$ cat src/rtl/fqp_pkg.sv
// Shared types and constants for the promotable waiting queue.
// Used by fqp_cell and fifo_queue_with_promote_top; no dependencies.
`timescale 1ns / 1ps

package fqp_pkg;

  // Field widths of the transactions.
  localparam int ID_W     = 16;
  localparam int CMD_W    = 2;
  localparam int STATUS_W = 2;
  localparam int COUNT_W  = 4;
  localparam int IN_TDATA_W  = 24;
  localparam int OUT_TDATA_W = 24;

  // Command codes.
  localparam logic [CMD_W-1:0] CMD_ENQ  = 2'd0;
  localparam logic [CMD_W-1:0] CMD_DEQ  = 2'd1;
  localparam logic [CMD_W-1:0] CMD_PROM = 2'd2;

  // Status codes.
  localparam logic [STATUS_W-1:0] ST_DONE     = 2'd0;
  localparam logic [STATUS_W-1:0] ST_FULL     = 2'd1;
  localparam logic [STATUS_W-1:0] ST_EMPTY    = 2'd2;
  localparam logic [STATUS_W-1:0] ST_NOEFFECT = 2'd3;

  // Per-cycle command broadcast to every slot cell.
  typedef struct packed {
    logic enq;   // append at the first free slot
    logic deq;   // shift every slot one place towards the head
    logic swap;  // exchange the first match with its predecessor
  } cell_ctrl_t;

endpackage

$ cat src/rtl/fqp_cell.sv
// One slot of the queue: holds an id and its valid bit, compares against
// the search id and moves data with its neighbours. Depends on fqp_pkg.
`timescale 1ns / 1ps

module fqp_cell
  import fqp_pkg::*;
(
  input  logic            clk,
  input  logic            rst_n,
  input  cell_ctrl_t      ctrl_i,
  input  logic [ID_W-1:0] id_i,
  input  logic            prev_valid_i,
  input  logic [ID_W-1:0] prev_data_i,
  input  logic            next_valid_i,
  input  logic [ID_W-1:0] next_data_i,
  input  logic            seen_i,
  input  logic            next_first_i,
  output logic            seen_o,
  output logic            first_o,
  output logic            valid_o,
  output logic [ID_W-1:0] data_o,
  output logic            valid_nxt_o,
  output logic [ID_W-1:0] data_nxt_o
);

  logic            valid_r;
  logic [ID_W-1:0] data_r;
  logic            hit;

  // Compare stage; the seen chain marks the first match from the head.
  assign hit     = valid_r && (data_r == id_i);
  assign first_o = hit && !seen_i;
  assign seen_o  = seen_i || hit;

  // Next slot contents.
  always_comb begin
    valid_nxt_o = valid_r;
    data_nxt_o  = data_r;
    if (ctrl_i.deq) begin
      valid_nxt_o = next_valid_i;
      data_nxt_o  = next_data_i;
    end else if (ctrl_i.enq) begin
      if (!valid_r && prev_valid_i) begin
        valid_nxt_o = 1'b1;
        data_nxt_o  = id_i;
      end
    end else if (ctrl_i.swap) begin
      if (first_o) begin
        data_nxt_o = prev_data_i;
      end else if (next_first_i) begin
        data_nxt_o = next_data_i;
      end
    end
  end

  // Valid bit is control state; the id needs no reset.
  always_ff @(posedge clk) begin
    if (!rst_n) begin
      valid_r <= 1'b0;
    end else begin
      valid_r <= valid_nxt_o;
    end
  end

  always_ff @(posedge clk) begin
    data_r <= data_nxt_o;
  end

  assign valid_o = valid_r;
  assign data_o  = data_r;

endmodule

$ cat src/rtl/fifo_queue_with_promote_top.sv
// Top level of the promotable waiting queue: a row of fqp_cell slots,
// the fill counter and the result register. Depends on fqp_pkg, fqp_cell.
`timescale 1ns / 1ps
//
//  Channel | Direction | tdata fields (lowest bit first)
//  --------+-----------+--------------------------------------------------
//  in_     | slave     | cmd[1:0], entry_id[17:2], zero pad to 24 bits
//  out_    | master    | status[1:0], count[5:2], head_valid[6],
//          |           | head_id[22:7], zero pad to 24 bits
//
// Each command is handled by the whole row: all slots compare in parallel,
// the first match is found by a ripple through the cell row, and every slot
// loads its new contents at the accepting edge. The result is loaded into
// the output register at that same edge; a new transaction is taken while
// it is empty or being read: one command per cycle while out_tready is high.
// Reset (rst_n low, synchronous) empties the queue and the output register.

module fifo_queue_with_promote_top
  import fqp_pkg::*;
#(
  parameter int QUEUE_DEPTH = 8
)(
  input  logic                   clk,
  input  logic                   rst_n,
  input  logic                   in_tvalid,
  output logic                   in_tready,
  input  logic [IN_TDATA_W-1:0]  in_tdata,   // cmd, entry_id
  output logic                   out_tvalid,
  input  logic                   out_tready,
  output logic [OUT_TDATA_W-1:0] out_tdata   // status, count, head_valid, head_id
);

  localparam int CNT_W = $clog2(QUEUE_DEPTH + 1);

  logic [CMD_W-1:0] cmd;
  logic [ID_W-1:0]  entry_id;
  logic             accept;
  cell_ctrl_t       ctrl;

  logic [CNT_W-1:0] cnt_r, cnt_nxt;
  logic             full, empty, found, swap_go;

  logic                 valid_w     [QUEUE_DEPTH];
  logic [ID_W-1:0]      data_w      [QUEUE_DEPTH];
  logic                 valid_nxt_w [QUEUE_DEPTH];
  logic [ID_W-1:0]      data_nxt_w  [QUEUE_DEPTH];
  logic                 first_w     [QUEUE_DEPTH+1];
  logic                 seen_w      [QUEUE_DEPTH+1];

  logic                 out_valid_r;
  logic [STATUS_W-1:0]  status_r, status_nxt;
  logic [COUNT_W-1:0]   count_r;
  logic                 head_valid_r;
  logic [ID_W-1:0]      head_id_r, head_id_nxt;
  logic [CNT_W+COUNT_W-1:0] cnt_ext;

  // Input unpacking and handshake.
  assign cmd       = in_tdata[CMD_W-1:0];
  assign entry_id  = in_tdata[CMD_W+ID_W-1:CMD_W];
  assign in_tready = !out_valid_r || out_tready;
  assign accept    = in_tvalid && in_tready;

  assign full    = (cnt_r == CNT_W'(QUEUE_DEPTH));
  assign empty   = (cnt_r == '0);
  assign found   = seen_w[QUEUE_DEPTH];
  assign swap_go = found && !first_w[0];

  // Command broadcast to the slot row.
  assign ctrl.enq  = accept && (cmd == CMD_ENQ) && !full;
  assign ctrl.deq  = accept && (cmd == CMD_DEQ) && !empty;
  assign ctrl.swap = accept && (cmd == CMD_PROM) && swap_go;

  assign seen_w[0]            = 1'b0;
  assign first_w[QUEUE_DEPTH] = 1'b0;

  // Row of slot cells, head at index zero.
  for (genvar i = 0; i < QUEUE_DEPTH; i++) begin : g_cell
    logic            pv, nv;
    logic [ID_W-1:0] pd, nd;

    if (i == 0) begin : g_head
      assign pv = 1'b1;
      assign pd = '0;
    end else begin : g_mid
      assign pv = valid_w[i-1];
      assign pd = data_w[i-1];
    end

    if (i == QUEUE_DEPTH - 1) begin : g_tail
      assign nv = 1'b0;
      assign nd = '0;
    end else begin : g_body
      assign nv = valid_w[i+1];
      assign nd = data_w[i+1];
    end

    fqp_cell u_cell (
      .clk          (clk),
      .rst_n        (rst_n),
      .ctrl_i       (ctrl),
      .id_i         (entry_id),
      .prev_valid_i (pv),
      .prev_data_i  (pd),
      .next_valid_i (nv),
      .next_data_i  (nd),
      .seen_i       (seen_w[i]),
      .next_first_i (first_w[i+1]),
      .seen_o       (seen_w[i+1]),
      .first_o      (first_w[i]),
      .valid_o      (valid_w[i]),
      .data_o       (data_w[i]),
      .valid_nxt_o  (valid_nxt_w[i]),
      .data_nxt_o   (data_nxt_w[i])
    );
  end

  // Fill counter.
  always_comb begin
    cnt_nxt = cnt_r;
    if (ctrl.enq) begin
      cnt_nxt = cnt_r + CNT_W'(1);
    end else if (ctrl.deq) begin
      cnt_nxt = cnt_r - CNT_W'(1);
    end
  end

  // Status of the command being accepted.
  always_comb begin
    case (cmd)
      CMD_ENQ:  status_nxt = full ? ST_FULL : ST_DONE;
      CMD_DEQ:  status_nxt = empty ? ST_EMPTY : ST_DONE;
      CMD_PROM: status_nxt = empty ? ST_EMPTY : (swap_go ? ST_DONE : ST_NOEFFECT);
      default:  status_nxt = ST_NOEFFECT;
    endcase
  end

  assign head_id_nxt = valid_nxt_w[0] ? data_nxt_w[0] : '0;
  assign cnt_ext     = {{COUNT_W{1'b0}}, cnt_nxt};

  always_ff @(posedge clk) begin
    if (!rst_n) begin
      cnt_r       <= '0;
      out_valid_r <= 1'b0;
    end else begin
      if (accept) begin
        cnt_r <= cnt_nxt;
      end
      if (accept) begin
        out_valid_r <= 1'b1;
      end else if (out_tready) begin
        out_valid_r <= 1'b0;
      end
    end
  end

  // Result register.
  always_ff @(posedge clk) begin
    if (accept) begin
      status_r     <= status_nxt;
      count_r      <= cnt_ext[COUNT_W-1:0];
      head_valid_r <= valid_nxt_w[0];
      head_id_r    <= head_id_nxt;
    end
  end

  assign out_tvalid = out_valid_r;
  assign out_tdata  = {
    {(OUT_TDATA_W - STATUS_W - COUNT_W - 1 - ID_W){1'b0}},
    head_id_r, head_valid_r, count_r, status_r
  };

endmodule

$ cat config.mk
export PLATFORM = sky130hd
export DESIGN_NAME = fifo_queue_with_promote_top
export DESIGN_NICKNAME = d
export VERILOG_FILES = /design/src/rtl/fqp_pkg.sv /design/src/rtl/fqp_cell.sv /design/src/rtl/fifo_queue_with_promote_top.sv
export SDC_FILE = /design/constraint.sdc
export NUM_CORES = 1
export LEC_CHECK = 0
export ABC_CLOCK_PERIOD_IN_PS = 3860
export BUFFER_PORTS_ARGS = -buffer_cell sky130_fd_sc_hd__buf_4
export CORE_AREA = 10 10 176 178
export CTS_CLUSTER_SIZE = 40
export DETAILED_ROUTE_END_ITERATION = 16
export DIE_AREA = 0 0 186 188
export PLACE_DENSITY_LB_ADDON = 0.12
export SLEW_MARGIN = 25
export SYNTH_ARGS = -nofsm -noshare
export SYNTH_HDL_FRONTEND = slang
export SYNTH_SLANG_ARGS = --single-unit
$ cat constraint.sdc
create_clock -name clk -period 3.86 [get_ports clk]
set_clock_uncertainty 0.2 [all_clocks]
set_input_delay 0.386 -clock clk [delete_from_list [all_inputs] [get_ports clk]]
set_output_delay 0.386 -clock clk [all_outputs]
set_load 0.01 [all_outputs]
**Word level (Yosys, flattened, before mapping)**

Index checks and enable logic that the tools add are counted.

- Bitwise gates (word level): 1
- Equality and inequality tests: 18
- Add/subtract/negate cells: 2
- Mux-type cells: 75
- Reduce and logical (&&, ||, !) cells: 89

Operator list:

| cell | number |
|---|---|
| 16-bit 2-to-1 mux | 46 |
| 16-bit == test | 8 |
| 1-bit logical AND | 30 |
| 4-bit nonzero test | 6 |
| 1-bit 2-to-1 mux | 23 |
| 3-bit AND reduction | 7 |
| 2-bit nonzero test | 10 |
| 3-bit by 2-bit inequality test with 1-bit output, second input constant | 6 |
| 1-bit logical NOT | 17 |
| 2-bit AND reduction | 7 |
| 1-bit logical OR | 8 |
| 4-bit 2-to-1 mux | 2 |
| 2-bit 2-to-1 mux | 3 |
| 2-bit case mux with 3 select lines | 1 |
| 4-bit by 1-bit adder with 4-bit output, second input constant | 1 |
| 4-bit == test, second input constant | 1 |
| 4-bit logical NOT | 1 |
| 4-bit by 1-bit subtractor with 4-bit output, second input constant | 1 |
| 3-bit nonzero test | 1 |
| 2-bit by 1-bit == test with 1-bit output, second input constant | 1 |
| 2-bit == test, second input constant | 1 |
| 2-bit logical NOT | 1 |
| 2-bit by 1-bit inequality test with 1-bit output, second input constant | 1 |
| 2-bit OR reduction | 1 |
| 1-bit inverter | 1 |

- Input bits: 28
- Output and inout bits: 26
- Flip-flop bits (word level): 164
- Word-level logic and storage cells: 207

**Longest topological paths before layout**

Gate-level depths: netlist of the first run.

- Depth after elaboration: 15
- Depth in mapped cells: 10
- Depth with buffers taken out: 9

**Cells and area by module**

A second synthesis of the first run with hierarchy kept.

- Cells, all modules: 1848
- Area, all modules: 13520.5 sq um

By module, submodules not included:

| module | times used | area an instance (sq um) | cells an instance | seq. area each (sq um) |
|---|---|---|---|---|
| fqp_cell | 8 | 1527.7 | 218 | 340.3 |
| fifo_queue_with_promote_top | 1 | 1298.7 | 104 | 790.8 |

**Least setup slack after synthesis of the first run**

No wires, ideal clock.

- Path kind: input-to-reg
- Start point: input port in_tdata[12]
- End point: register g_cell[1].u_cell.data_r[0], enable pin
- Path slack: -0.236 ns
- Path buffers: 1
- Library setup time: 0.409 ns
- Arrival: 3.486 ns
- Data required time: 3.251 ns
- Stages on the path: 8
- Cell sequence: buf_4 xor2_1 or4b_1 or4_4 o22ai_4 nor4b_1 o31a_1 nor3_1

- Word-level cells in the longest chain between the ends: 13
- Elaborated cells on any way between the ends: 32
- Classes of those cells: eq/ne (8); reduce/logical (24)

RTL lines:

| item | line | source |
|---|---|---|
| start, declared | fifo_queue_with_promote_top.sv:27 | `input logic [IN_TDATA_W-1:0] in_tdata,` |
| 16-bit == test | fqp_cell.sv:31 | `assign hit = valid_r && (data_r == id_i);` |
| 1-bit logical AND | fqp_cell.sv:31 |  |
| 1-bit logical OR (7 in series) | fqp_cell.sv:33 | `assign seen_o = seen_i \|\| hit;` |
| 1-bit logical AND | fifo_queue_with_promote_top.sv:66 | `assign swap_go = found && !first_w[0];` |
| 1-bit logical AND | fifo_queue_with_promote_top.sv:71 | `assign ctrl.swap = accept && (cmd == CMD_PROM) && swap_go;` |
| 3-bit nonzero test (no source line) | - |  |
| 3-bit AND reduction (no source line) * | - |  |
| end signal, assigned | fqp_cell.sv:66 | `data_r <= data_nxt_o;` |
| end, declared | fqp_cell.sv:27 | `logic [ID_W-1:0] data_r;` |

Mark *: on every way between the ends. The rest lies on a longest branch, timed or not.
A chain may end at the register's enable or synchronous reset.

**Worst setup path in the final report of the first run**

- Start point: register g_cell[1].u_cell.data_r[10]
- End point: register head_id_r[8], data pin

- Word-level cells in the longest chain between the ends: 14
- Elaborated cells on any way between the ends: 17
- Classes of those cells: eq/ne (1); mux (5); reduce/logical (11)

RTL lines:

| item | line | source |
|---|---|---|
| 16-bit == test * | fqp_cell.sv:31 |  |
| 1-bit logical AND * | fqp_cell.sv:31 |  |
| 1-bit logical OR (7 in series) | fqp_cell.sv:33 |  |
| 1-bit logical AND | fifo_queue_with_promote_top.sv:66 |  |
| 1-bit logical AND | fifo_queue_with_promote_top.sv:71 |  |
| 16-bit 2-to-1 mux * | fqp_cell.sv:47 | `end else if (ctrl_i.swap) begin` |
| 16-bit 2-to-1 mux * | fqp_cell.sv:42 | `end else if (ctrl_i.enq) begin` |
| 16-bit 2-to-1 mux * | fqp_cell.sv:39 | `if (ctrl_i.deq) begin` |
| end signal, assigned | fifo_queue_with_promote_top.sv:162 | `head_id_r <= head_id_nxt;` |
| end, declared | fifo_queue_with_promote_top.sv:54 | `logic [ID_W-1:0] head_id_r, head_id_nxt;` |

Marked as above.

==> reports/qor.csv, run 1 <==
metric,value,unit
status,"finished, final reports clean",
pin count of the biggest net entering global routing,70,
Avg Inst Size Synth,10.2,um^2
DR vias/cell,5.55,
cell mode on critical path,a21oi_1,
die area,35000,um^2
I/O Pins,54,
number of global-route vias before repair,7166,
FP Rows,61,
post-synthesis simple-gate area fraction,13.0,%
synth unique cells,53,
Cells after Synth,925,
min-delay worst type,in2reg,
Synth Net Count,955,
Synth Area in Compound Gates,19.6,%
post-CTS resize count,0,
hold_buf cts,1,
worst path required time,3.83,ns
max-cap violation count,0,
most frequent cells in the layout,"119 x edfxtp_1, 97 x a21oi_1, 81 x nand2_1",
share of post-route cells with drive strength above 1,13.7,%
crit path capture type,flop,
Final Total Pwr,0.00435,W
drt initial violations,594,
clock latency on the worst-skew pair,0.43,ns
Crit-path slowest cell,or4b_2,
"slowest stage delay, CP",0.67,ns
DRT antenna net count,0,
Setup-failing EPs final,0,
Syn. warnings,0,
RSZ-0062 raised after global routing,false,
Final #Nets,975,
Post-synth EDFFs,119,
register area share after synthesis,47.3,%
Worst setup SP type,flop,
final hold violation count,0,
CP cell instances,xor2_1 -> or4b_1 -> nor2_1 -> or4b_2 -> o31a_1 -> a21oi_1 -> a21oi_1,
Core Box Area,27500,um^2
Wirelength per Cell,22.1,um
CTS HTree Levels,4,
mux cell area share after synthesis,3.39,%
"Slew Viols, Final",0,
cell taking the most area after synthesis,edfxtp_1,
area share of fa/ha/maj cells after synthesis,0.265,%
period utilization,88.6,%
CP Max Fanout,16,
fin worst setup slack,0.440,ns
antenna cell count,0,
Async SR Flop Fraction,0,%
largest family of logic cells by synthesized area,compound AO/OA/AOI/OAI gates,
CTS buffer count,17,
top cell type's share of synthesized area,37.8,%
dominant cells by area after synthesis,"edfxtp_1 38%, dfxtp_1 9.5%, xnor2_1 6.9%",
fmax,292,MHz
Worst Max-Slew Pin Slew,0.836,ns
Initial DRT Pass Iterations,5,
first-pass GRT wire length,44200,um
Initial Util,34.4,%
CP arrival,3.39,ns
Syn Std Cell Area,9460,um^2
P_leak,3.91,nW
antenna violations before repair,0,
worst rel slew slack,44.3,%
Root Buffer,clkbuf_16,
DRC errors left,0,
Clock Tree Buf Depth,2,
clk sink count,164,
Horiz. Die Dim,186,um
Synth Area in XOR/XNOR,12.1,%
IO buf count,46,
post-CTS setup buffer count,0,
"Reg clk slew, reported paths",0.08,ns
post-place instance area,10200,um^2
P&R area growth vs syn,13.8,%
final WL,28800,um
hpwl dp,22100,um
final core utilization,39.2,%
height of the die,188,um
Setup WS pre-CTS,0.329,ns
"commonest non-fill, non-tap cell in the layout",edfxtp_1,
"FF+latch count, synth",164,
Max VDD drop,308,uV
gr usage total,16.6,%
design area,10800,um^2
gpl congestion,0.896,
via count,7239,
ys flop type,edfxtp_1,
power density cells,404,nW/um^2
minimum clock period,3.42,ns
CTS tree,done,
Crit Path Category,reg2reg,
residual overflow from global routing,0,
==> synthesized netlist by cell type (3+ instances only) <==
master	instances
a21o_1	32
a21oi_1	97
a221o_1	64
a31oi_1	5
and2_1	24
buf_1	3
buf_2	20
buf_4	5
buf_6	5
clkbuf_1	43
dfxtp_1	45
edfxtp_1	119
inv_1	11
mux2i_1	32
nand2_1	81
nand2b_1	5
nand3_1	10
nand4_1	24
nor2_1	32
nor3_1	18
nor3b_1	3
nor4_1	17
o21ai_0	55
o21ai_2	3
or4b_2	3
xnor2_1	74
xor2_1	57
==> area by class of cell <==
cell class / count / area (um^2)
fillers: 2709 / 16700
multi-input cells: 674 / 4630
repair buffers: 77 / 631
clock inverters: 15 / 134
clock buffers: 17 / 425
inverters: 11 / 41.3
well taps: 346 / 433
flip-flops and latches: 164 / 4470
==> kinds of logic (layout without fill, tap and decap cells) <==
logic type,Yosys count,after routing
flops,164,164
other cells,1,1
buf+inv,87,120
mux,32,32
simple gates,237,237
fa+ha+maj,2,2
xor+xnor,131,131
compound gates,271,271
==> state kept, by name, indices dropped and copies added, names as in the netlist <==
signal	cells
g_cell.u_cell.data_o	128
head_id_r	16
g_cell.u_cell.valid_o	8
cnt_r	4
count_r	4
status_r	2
head_valid_r	1
out_tvalid	1
==> power by group <==
part / leakage (nW) / switching [W] / internal, W / total [W]
clock: 0.274 / 0.000802 / 0.000854 / 0.00166
sequential: 1.47 / 0.000112 / 0.00200 / 0.00211
combinational: 2.16 / 0.000341 / 0.000245 / 0.000586
==> worst max-delay path: cells and delay by family, from the launching register on <==
family / cells / cell delay, ns
AO/OA/AOI/OAI: 3 / 0.96
flip-flops: 1 / 0.44
AND/OR/NAND/NOR: 3 / 1.33
XOR/XNOR: 1 / 0.22
==> metal layers <==
layer  vias up  wire [um]  share of wire, %  track usage (%)
li1       3501          -                 -                -
met3        36       1250               4.4             2.22
met2       194      13500                47             26.3
met4         0        822               2.9             6.27
met5         -          0                 0                0
met1      3508      13200                46             22.3
==> stage by stage <==
step | std cells | TNS [ns] | hold WS (ns)
3_3_place_gp | 1271 | 0 | 0.291
5_1_grt | 1304 | 0 | 0.0535
4_1_cts | 1304 | 0 | 0.0284
6_report | 1304 | 0 | 0.0366
2_1_floorplan | 925 | -11.31 | 0.274
3_5_place_dp | 1271 | 0 | 0.299
==> final timing paths <==
| path | start | endpoint | slack [ns] | depth (start not counted) |
|---|---|---|---|---|
| max | g_cell[1].u_cell.data_o[10] | head_id_r[8] | 0.44 | 7 |
| min | rst_n | cnt_r[2] | 0.04 | 2 |
| min reg2reg | g_cell[7].u_cell.data_o[12] | g_cell[7].u_cell.data_o[12] | 0.30 | 2 |
| max reg2reg | g_cell[1].u_cell.data_o[10] | head_id_r[8] | 0.44 | 7 |
Power figures use the tool's default switching activity.
==> run 2, diff against run 1 <==
- CELL_PAD_IN_SITES_DETAIL_PLACEMENT: not set -> 0
- CELL_PAD_IN_SITES_GLOBAL_PLACEMENT: not set -> 1
- SETUP_SLACK_MARGIN: not set -> 0.2
==> run 2 against run 1 <==
Compared with the run above:
- via count up 1.3%
- sequential share of layout area is 0.063 points lower
- maximum frequency shrank 0.71%
- non-clock buffer count rose by 2
- largest power group unchanged
- sequential cell count stayed put
- combinational power is essentially flat
- sequential power is essentially flat
- die area unchanged
==> reports/qor.csv, run 2 (same netlist as run 1, synthesis figures left out) <==
metric,value,unit
Max VDD drop,291,uV
min-delay worst type,in2reg,
crit path capture type,flop,
height of the die,188,um
Wirelength per Cell,23.2,um
Horiz. Die Dim,186,um
residual overflow from global routing,0,
"Slew Viols, Final",0,
I/O Pins,54,
"commonest non-fill, non-tap cell in the layout",edfxtp_1,
post-CTS resize count,0,
die area,35000,um^2
CTS buffer count,17,
CP Max Fanout,16,
reg2reg start,g_cell[2].u_cell.data_o[7],
DRT antenna net count,0,
status,"finished, final reports clean",
first-pass GRT wire length,46100,um
power density cells,409,nW/um^2
CP arrival,3.39,ns
gpl congestion,0.850,
CP cell instances,xor2_1 -> or4b_1 -> or4_4 -> o22ai_4 -> nor4b_1 -> o31a_1 -> nor3_2 -> buf_12,
hpwl dp,22900,um
minimum clock period,3.44,ns
Clock Tree Buf Depth,2,
most frequent cells in the layout,"119 x edfxtp_1, 96 x a21oi_1, 81 x nand2_1",
pin count of the biggest net entering global routing,54,
Final TNS setup,0,ns
period utilization,89.2,%
Root Buffer,clkbuf_16,
worst rel slew slack,44.9,%
gr usage total,17.4,%
fill count,2797,
Crit Path Category,reg2reg,
RSZ-0062 raised after global routing,false,
CP bufs+invs,1,
CP top delay family,simple AND/OR/NAND/NOR gates,
drt initial violations,708,
CP startpoint,g_cell[2].u_cell.data_o[7],
Worst Max-Slew Pin Slew,0.826,ns
DRC errors left,0,
Core Box Area,27500,um^2
Final Total Pwr,0.00441,W
antenna cell count,0,
final hold violation count,0,
P_leak,3.93,nW
fin worst setup slack,0.416,ns
"Reg clk slew, reported paths",0.08,ns
clock latency on the worst-skew pair,0.44,ns
Setup-failing EPs final,0,
final WL,30300,um
IO buf count,46,
Setup WS pre-CTS,0.227,ns
Worst Hold Slack,0.0275,ns
Worst setup SP type,flop,
DR vias/cell,5.62,
max-cap violation count,0,
P&R area growth vs syn,14.0,%
worst path required time,3.80,ns
clk sink count,164,
hold path start,rst_n,
"slowest stage delay, CP",0.59,ns
antenna violations before repair,0,
CTS HTree Levels,4,
Initial DRT Pass Iterations,5,
share of post-route cells with drive strength above 1,13.9,%
Crit-path slowest cell,or4b_1,
Largest register FFs,128,
number of global-route vias before repair,7189,
FP Rows,61,
CTS tree,done,
Final #Nets,977,
via count,7336,
Initial Util,34.4,%
fmax,290,MHz
[run 2: cell count changes in the layout (fill, tap and decap cells not counted), sizes merged]
cell      change
buf           +2
clkinv        +2
inv           -2
clkbuf        +1
clkinvlp      -1
[run 2: cell type report]
class / instances / area, um^2 / area share (%)
Inverter: 11 / 41.3 / 0.383
Clock inverter: 14 / 139 / 1.29
Sequential cell: 164 / 4470 / 41.5
Timing Repair Buffer: 79 / 633 / 5.87
Tap cell: 346 / 433 / 4.02
Clock buffer: 18 / 439 / 4.07
Multi-Input combinational cell: 674 / 4620 / 42.9
[run 2: layer usage]
layer | share of wire [%] | GRT usage (%)
met5 | 0 | 0
met4 | 1.9 | 5.68
met3 | 3.8 | 2.17
met2 | 47 | 27.3
met1 | 48 | 24.1
[run 2: metrics by stage]
| stage | instances | util, % | area (um^2) |
|---|---|---|---|
| floorplan | 925 | - | 9460 |
| global placement | 1269 | 37.0 | 10200 |
| detailed placement | 1269 | 37.0 | 10200 |
| CTS | 1302 | 39.1 | 10700 |
| global route | 1306 | 39.2 | 10800 |
| finish | 1306 | 39.2 | 10800 |
[run 2: worst register-to-register path, stage by stage (launching register included)]
cell      delay (ns)
edfxtp_1        0.45
xor2_1          0.19
or4b_1          0.59
or4_4           0.49
o22ai_4         0.28
nor4b_1         0.16
o31a_1          0.33
nor3_2          0.26
buf_12          0.19
[run 2: what timing repair did]
action / CTS / global route
buffers inserted: 0 / 4
hold buffers: 1 / 0
hold endpoints to repair: 1 / 0
setup endpoints to repair: 0 / 49
[run 2: report_power, final]
group / switching [W] / leakage [nW] / total [W] / internal, W
registers: 0.000118 / 1.47 / 0.00211 / 0.00200
logic: 0.000342 / 2.17 / 0.000586 / 0.000244
clock network: 0.000831 / 0.283 / 0.00171 / 0.000878
total: 0.00129 / 3.93 / 0.00441 / 0.00312
[run 2: final timing paths]
| path | cells past startpoint | endpoint | slack [ns] |
|---|---|---|---|
| worst max-delay path | 8 | g_cell[3].u_cell.data_o[10] | 0.42 |
| worst min-delay path | 2 | cnt_r[3] | 0.03 |
| worst max register to register | 8 | g_cell[3].u_cell.data_o[10] | 0.42 |
| worst min register to register | 2 | g_cell[7].u_cell.data_o[3] | 0.31 |
